<file path="src/rtl/core/bgcd64_pkg.sv">
// ----------------------------------------------------------------------------
// bgcd64_pkg: shared types for the binary GCD block
// Operand widths and the command and status words between the controller
// and the datapath.
// ----------------------------------------------------------------------------
`default_nettype none

package bgcd64_pkg;

	localparam int unsigned OPND_W  = 64;
	localparam int unsigned SHIFT_W = 6;   // common power of two, 0..63

	// controller to datapath
	typedef struct packed {
		logic load;    // capture new operands, clear the shift count
		logic step;    // one reduction step
		logic finish;  // write the result register
	} cmd_t;

	// datapath to controller
	typedef struct packed {
		logic done;    // one of the working values has reached zero
	} status_t;

endpackage

`default_nettype wire

</file>
<file path="src/rtl/core/bgcd64_dp.sv">
// ----------------------------------------------------------------------------
// bgcd64_dp: binary GCD datapath
// Working pair, common shift count and result register. One halving or one
// subtract-and-halve step per command.
// ----------------------------------------------------------------------------
`default_nettype none

module bgcd64_dp import bgcd64_pkg::*; (
	input  wire logic              clk,
	input  wire cmd_t              cmd,
	input  wire logic [OPND_W-1:0] operand_a,
	input  wire logic [OPND_W-1:0] operand_b,
	output status_t                status,
	output logic      [OPND_W-1:0] divisor
);

	logic [OPND_W-1:0]  a_q;
	logic [OPND_W-1:0]  b_q;
	logic [SHIFT_W-1:0] k_q;
	logic [OPND_W-1:0]  res_q;

	logic [OPND_W:0]    diff_ab;
	logic [OPND_W-1:0]  diff_ba;
	logic               a_ge_b;

	assign diff_ab = {1'b0, a_q} - {1'b0, b_q};
	assign diff_ba = b_q - a_q;
	assign a_ge_b  = ~diff_ab[OPND_W];

	assign status.done = (a_q == '0) || (b_q == '0);
	assign divisor     = res_q;

	always_ff @(posedge clk) begin
		if (cmd.load) begin
			a_q <= operand_a;
			b_q <= operand_b;
			k_q <= '0;
		end else if (cmd.step) begin
			case ({a_q[0], b_q[0]})
				2'b00: begin
					// both even: part of the common power of two
					a_q <= a_q >> 1;
					b_q <= b_q >> 1;
					k_q <= k_q + SHIFT_W'(1);
				end
				2'b01: begin
					a_q <= a_q >> 1;
				end
				2'b10: begin
					b_q <= b_q >> 1;
				end
				default: begin
					// both odd: the difference is even, halve it at once
					if (a_ge_b) begin
						a_q <= diff_ab[OPND_W:1];
					end else begin
						b_q <= diff_ba >> 1;
					end
				end
			endcase
		end
		if (cmd.finish) begin
			res_q <= (a_q | b_q) << k_q;
		end
	end

endmodule

`default_nettype wire

</file>
<file path="src/rtl/core/bgcd64_ctrl.sv">
// ----------------------------------------------------------------------------
// bgcd64_ctrl: binary GCD controller
// Accepts a word, runs the datapath until done, then hands the result to
// the output register when it is free.
// ----------------------------------------------------------------------------
`default_nettype none

module bgcd64_ctrl import bgcd64_pkg::*; (
	input  wire logic    clk,
	input  wire logic    arst_n,
	input  wire logic    in_valid,
	output logic         in_ready,
	output logic         out_valid,
	input  wire logic    out_ready,
	input  wire status_t status,
	output cmd_t         cmd
);

	typedef enum logic {
		ST_IDLE,
		ST_BUSY
	} state_t;

	state_t state_q;
	logic   out_valid_q;

	assign in_ready  = (state_q == ST_IDLE);
	assign out_valid = out_valid_q;

	assign cmd.load   = in_valid && in_ready;
	assign cmd.step   = (state_q == ST_BUSY) && !status.done;
	assign cmd.finish = (state_q == ST_BUSY) && status.done && (!out_valid_q || out_ready);

	always_ff @(posedge clk or negedge arst_n) begin
		if (!arst_n) begin
			state_q     <= ST_IDLE;
			out_valid_q <= 1'b0;
		end else begin
			case (state_q)
				ST_IDLE: begin
					if (cmd.load) begin
						state_q <= ST_BUSY;
					end
				end
				ST_BUSY: begin
					if (cmd.finish) begin
						state_q <= ST_IDLE;
					end
				end
				default: begin
					state_q <= ST_IDLE;
				end
			endcase
			if (cmd.finish) begin
				out_valid_q <= 1'b1;
			end else if (out_ready) begin
				out_valid_q <= 1'b0;
			end
		end
	end

endmodule

`default_nettype wire

</file>
<file path="src/rtl/core/binary_gcd_64_top.sv">
// Steps: one reduction step per cycle while busy; each step removes at
// least one bit from a or b.
// Input: no new word is taken while one is in work; the next word is taken
// as soon as the current result sits in the output register.
// Reset: arst_n clears the controller and the output valid; no clearing pass.
// ----------------------------------------------------------------------------
// binary_gcd_64_top: 64-bit greatest common divisor (binary method)
// Controller plus shift/subtract datapath with a registered result.
// ----------------------------------------------------------------------------
`default_nettype none

module binary_gcd_64_top import bgcd64_pkg::*; (
	input  wire logic                clk,
	input  wire logic                arst_n,
	// input stream
	input  wire logic                s_tvalid,
	output logic                     s_tready,
	input  wire logic [2*OPND_W-1:0] s_tdata,   // [63:0] operand_a, [127:64] operand_b
	// result stream
	output logic                     m_tvalid,
	input  wire logic                m_tready,
	output logic      [OPND_W-1:0]   m_tdata    // [63:0] divisor
);

	cmd_t    cmd;
	status_t status;

	// Sequencing: idle -> busy (steps until one value hits zero) -> idle.
	// The finish command waits for a free output register, so a result
	// never overwrites one the sink has not taken.
	bgcd64_ctrl u_ctrl (
		.clk       (clk),
		.arst_n    (arst_n),
		.in_valid  (s_tvalid),
		.in_ready  (s_tready),
		.out_valid (m_tvalid),
		.out_ready (m_tready),
		.status    (status),
		.cmd       (cmd)
	);

	// Datapath: each cycle halve whichever value is even (both, and count
	// the common factor of two), or replace the larger odd value (a on a tie) by half
	// the difference. A zero operand ends at once and gives a OR b.
	bgcd64_dp u_dp (
		.clk       (clk),
		.cmd       (cmd),
		.operand_a (s_tdata[OPND_W-1:0]),
		.operand_b (s_tdata[2*OPND_W-1:OPND_W]),
		.status    (status),
		.divisor   (m_tdata)
	);

	// a new word starts work, so no second word is taken next cycle
	assert property (@(posedge clk) disable iff (!arst_n)
		(s_tvalid && s_tready) |=> !s_tready)
		else $error("input accepted twice in a row");

	// finish only into a free or draining output register
	assert property (@(posedge clk) disable iff (!arst_n)
		cmd.finish |-> (!m_tvalid || m_tready))
		else $error("result written over a pending word");

	// a result appears only after the datapath reported completion
	assert property (@(posedge clk) disable iff (!arst_n)
		$rose(m_tvalid) |-> $past(status.done))
		else $error("result valid without completion");

endmodule

`default_nettype wire
</file>
<file path="config.mk">
export PLATFORM = sky130hd
export DESIGN_NAME = binary_gcd_64_top
export DESIGN_NICKNAME = d
export VERILOG_FILES = /design/src/rtl/core/bgcd64_pkg.sv /design/src/rtl/core/bgcd64_dp.sv /design/src/rtl/core/bgcd64_ctrl.sv /design/src/rtl/core/binary_gcd_64_top.sv
export SDC_FILE = /design/constraint.sdc
export NUM_CORES = 1
export LEC_CHECK = 0
export BUFFER_PORTS_ARGS = -buffer_cell sky130_fd_sc_hd__buf_2
export CORE_ASPECT_RATIO = 0.7
export CORE_UTILIZATION = 45
export DETAILED_ROUTE_END_ITERATION = 7
export PLACE_DENSITY_LB_ADDON = 0.2
export SYNTH_ARGS = -nofsm -noshare
export SYNTH_HDL_FRONTEND = slang
export SYNTH_SLANG_ARGS = --single-unit
</file>
<file path="constraint.sdc">
create_clock -name clk -period 8.1 [get_ports clk]
set_input_delay 1.215 -clock clk [delete_from_list [all_inputs] [get_ports clk]]
set_output_delay 1.215 -clock clk [all_outputs]
set_load 0.05 [all_outputs]
</file>
# After elaboration in Yosys (flattened, before gate mapping)

Index checks and enable logic that the tools add are counted.

Add/subtract/negate cells: 3
Multipliers: 0
Divide/modulo/power cells: 0
Order comparisons: 0
Equality and inequality tests: 5
Shift operators: 1
Multiplexer cells: 13
Bitwise operators: 2
Reduce and logical (&&, ||, !) cells: 19

Operator list:

| kind                | count |
|---|---|
| $mux 64             | 6 |
| $pmux 64 s2         | 2 |
| $logic_not 64->1    | 2 |
| $sub 64x64->65      | 1 |
| $or 64x64->64       | 1 |
| $shl 64x6->64       | 1 |
| $sub 64x64->64      | 1 |
| $add 6x1->6 const B | 1 |
| $reduce_and 3->1    | 2 |
| $logic_and 1x1->1   | 4 |
| $mux 1              | 4 |
| $ne 2x2->1 const B  | 2 |
| $reduce_bool 2->1   | 2 |
| $reduce_or 2->1     | 2 |
| $ne 3x3->1 const B  | 1 |
| $reduce_bool 3->1   | 1 |
| $eq 2x1->1 const B  | 1 |
| $eq 2x2->1 const B  | 1 |
| $logic_not 1->1     | 2 |
| $logic_not 2->1     | 1 |
| $logic_or 1x1->1    | 2 |
| $pmux 1 s2          | 1 |
| $reduce_and 2->1    | 1 |
| $not 1->1           | 1 |

Bits in registers: 200
Latch bits: 0
RAM bits: 0
Bits in read-only memories: 0
Input port bits: 132
Output and inout port bits: 66
Memories kept: 0

# Depth between registers and ports, before layout

Depth after elaboration: 6
Depth in mapped cells: 14
Mapped depth without buffers: 13

# By module

Synthesis repeated with hierarchy kept, for this count alone.

Cell total of the unflattened synthesis: 2586
Area, all modules: 21056.4 um^2

By module, submodules not included:

| module      | times used | cells an instance | area each (um^2) |
|---|---|---|---|
| bgcd64_dp   | 1          | 2575              | 20952.6 |
| bgcd64_ctrl | 1          | 11                | 103.8 |

# Least setup slack after synthesis

No wires, ideal clock.

Kind: register to register
Start point: reg u_dp.b_q[1]
End point: reg u_dp.res_q[0], in the netlist u_dp.divisor[0] (enable)
Setup time: 509 ps
Arrival time: 4505 ps
Required time: 7591 ps
Path slack: 3086 ps
Stages on the path, launching flop included: 6
Buffers on the path: 0
Period minus slack after synthesis: 5014 ps
Cell sequence: edfxtp_1 nor4_1 nand4_1 nor4_1 o21ai_0 a21oi_1

RTL lines:

| what                     | RTL line        | source |
|---|---|---|
| start: declaration       | bgcd64_dp.sv:18 | `logic [OPND_W-1:0] b_q;` |
| start signal: assignment | bgcd64_dp.sv:36 | `b_q <= operand_b;` |
| start signal: assignment | bgcd64_dp.sv:43 | `b_q <= b_q >> 1;` |
| start signal: assignment | bgcd64_dp.sv:50 | `b_q <= b_q >> 1;` |
| end signal: assignment   | bgcd64_dp.sv:63 | `res_q <= (a_q \| b_q) << k_q;` |
| end: declaration         | bgcd64_dp.sv:20 | `logic [OPND_W-1:0] res_q;` |

# Final worst setup path

Start point: reg u_dp.b_q[6]
End point: reg u_dp.a_q[11] (enable)

Cells in the longest elaborated chain, start to end: 6
Elaborated cells between the ends (all ways): 8
Those cells by class: add/sub: 1; eq/ne: 1; reduce/logical: 6

RTL lines:

| what                                                                   | RTL line        | source |
|---|---|---|
| parallel branches: the longest is 5 deep, another holds $sub 64x64->65 | -               |  |
| $reduce_and 3->1 (no line) (*)                                         | -               |  |
| end signal: assignment                                                 | bgcd64_dp.sv:42 | `a_q <= a_q >> 1;` |
| end signal: assignment                                                 | bgcd64_dp.sv:47 | `a_q <= a_q >> 1;` |
| end signal: assignment                                                 | bgcd64_dp.sv:55 | `a_q <= diff_ab[OPND_W:1];` |
| end: declaration                                                       | bgcd64_dp.sv:17 | `logic [OPND_W-1:0] a_q;` |

Mark *: on every way between the ends.
A chain may end at the register's enable or synchronous reset.

==> flow_summary.toml <==
[setup_path]
cp-end-kind = "flip-flop"
worstSetupStartpointType = "flip-flop"
crit_arrival_ps = 6120
worstPathRequired_ps = 8270
critPathMaxFanout = 48
crit_type = "reg2reg"

[synthesis]
syn-num-nets = 3028
async_flop_share = 0.01000
syn-cell-area_sq_um = 21700
synth.avg_cell_area_sq_um = 8.022
synth-edff-count = 192
ys_types = 81
syn_inst = 2705
synth-seq-area-share = 0.2736
ys.flop_type = "edfxtp_1"
synth_seq_cells = 200
ys_warn_count = 0

[timing]
max_freq_mhz = 168.2
slew_headroom = 0.1492
final.setup.tns_ps = 0
period_needed_ps = 5947
rsz0062_at_grt = "false"
setup_viol = 0
final_hold_viol_count = 0
tightest_slew_ps = 1265
fin_worst_skew_ps = 16.72
fin_crit_sh = 0.7341
maxSlewViolCount = 0

[clock_network]
numCtsBuffers = 17
cts.sinks = 200
cts-resized-gates = 0
cts_setup_buffers = 0
hold_buffers = 0
path_clk_slew_ps = 90
htreeDepth = 4
cts_root_buffer = "clkbuf_16"
clk_latency_ps = 490
cts_buffer_depth = 2
cts_tree = "done"

[finish]
final_cell_mix = "nand2_1, o21ai_0, a21oi_1"
drive_gt1_frac = 0.1327
mostFrequentLayoutCell = "nand2_1"
final_nets = 3113
area_growth_pct = 9.451

[grt]
overflow = 0
antenna_found_initial = 4
grt_max_degree = 102
grt_pass1_wl_um = 146600
grtUsageTotal = 0.4195
grt_pass1_vias = 20500

[route]
vias = 22900
routed_wl_um = 104500
drt_pass1_iterations = 8
via_per_inst = 6.703
drtIter0Drc = 3816
route.detailed.drc = 0
antenna_left = 0
post_drt_wl_per_cell_um = 30.59

[run_status]
status = "finished, final reports clean"

[floorplan]
io_pins = 198
start_util = 0.4618
die_w_um = 264.5
coreArea_sq_um = 46990
die-area_sq_um = 49110
die_h_um = 185.7
rows = 66

[placed_design]
io_buffer_count = 197
hpwl_um = 84670
routabilityCongestion = 1.097

[job]
drv_cap = 0

[min_path]
hp-class = "in2async"
cells in the mapped netlist, types with 6 or more instances:
cell	count	area (sq um)
nor4_1	76	475.5
a21boi_0	7	52.55
edfxtp_1	192	5766
o2111ai_1	6	52.55
mux4_2	50	1126
or3_1	7	43.79
o21a_1	6	45.04
or2_2	7	43.79
a2111oi_0	9	78.83
mux2_2	8	90.09
xnor2_1	97	849.6
nor2_1	218	818.3
nor2b_1	32	200.2
nand4_1	31	193.9
nand2_1	337	1265
nand4b_1	6	52.55
a31oi_1	17	106.4
buf_1	24	90.09
buf_2	14	70.07
o21bai_1	46	345.3
o31ai_1	41	307.8
and2_1	12	75.07
o21ai_0	274	1371
and3_1	10	62.56
a21o_1	34	255.2
mux2i_1	72	720.7
clkbuf_1	131	491.7
o32ai_1	16	140.1
nand3_1	43	215.2
nor3_1	78	390.4
inv_1	205	769.5
ha_1	189	2365
o31a_1	9	78.83
nand2b_1	10	62.56
o211ai_1	11	82.58
a211oi_1	23	172.7
a21oi_1	249	1246
dfxtp_1	6	120.1
cell families after synthesis:
group | after synthesis | synth area share
buffers and inverters | 385 | 0.06775
flip-flops | 200 | 0.2736
multiplexers | 130 | 0.08926
AO/OA/AOI/OAI | 817 | 0.2330
XOR/XNOR | 101 | 0.04077
adder cells (fa/ha/maj) | 191 | 0.1108
AND/OR/NAND/NOR | 881 | 0.1849
layer usage:
layer | share of wire | routed length, um | up-vias | global-route usage
met5 | 0 | 0 | - | 0
met4 | 0.027 | 2852 | 0 | 0.1063
met3 | 0.15 | 15530 | 153 | 0.1443
met2 | 0.37 | 38900 | 1686 | 0.5466
met1 | 0.45 | 47270 | 11120 | 0.6391
li1 | - | - | 9947 | -
worst paths after layout:
path	cells past startpoint	start	slack, ps	to
max	13	u_dp.b_q[6]	2150	u_dp.a_q[11]
max reg2reg	13	u_dp.b_q[6]	2150	u_dp.a_q[11]
min	1	arst_n	500	u_ctrl.out_valid
min in group clk	2	u_dp.k_q[0]	580	u_dp.k_q[0]
min reg2reg	2	u_dp.k_q[0]	580	u_dp.k_q[0]
max in group asynchronous	1	arst_n	7500	u_ctrl.state_q
flip-flops by register name (all words and copies together) (netlist names):
signal	flops
u_dp.k_q	6
u_dp.divisor	64
u_dp.a_q	64
u_dp.b_q	64
u_ctrl.state_q	1
u_ctrl.out_valid	1
through the flow:
step	util	instances	hold WS [ps]	setup slack [ps]	area, sq um
floorplan	-	2705	494.0	3086	21700
global placement	0.4924	3383	547.5	2643	23140
detailed placement	0.4924	3383	564.4	2394	23140
CTS	0.5053	3415	483.1	2361	23740
global route	0.5054	3416	480.9	1967	23750
finish	0.5054	3417	497.3	2153	23750
layout make-up:
class / count / area [sq um]
multi-input combinational: 2120 / 14340
tap: 612 / 765.7
sequential: 200 / 5943
fill: 4576 / 23240
clock inverter: 15 / 181.4
timing repair buffer: 237 / 1286
clock buffer: 17 / 425.4
inverter: 214 / 803.3
antenna: 2 / 5.005
worst max-delay path: stages (launching register included):
cell and delay [ps]:
edfxtp_1 690, inv_1 140, ha_1 430, nor2_1 410, nand3_1 160, o221ai_1 440
nand4_1 370, a31oi_1 450, o21ai_0 220, o211ai_1 550, a211oi_1 170, o21ai_0 250
a31o_4 870, buf_4 420
Power is not shown: default switching activity piles up to over one toggle a cycle in this logic, so the estimate is an artifact.
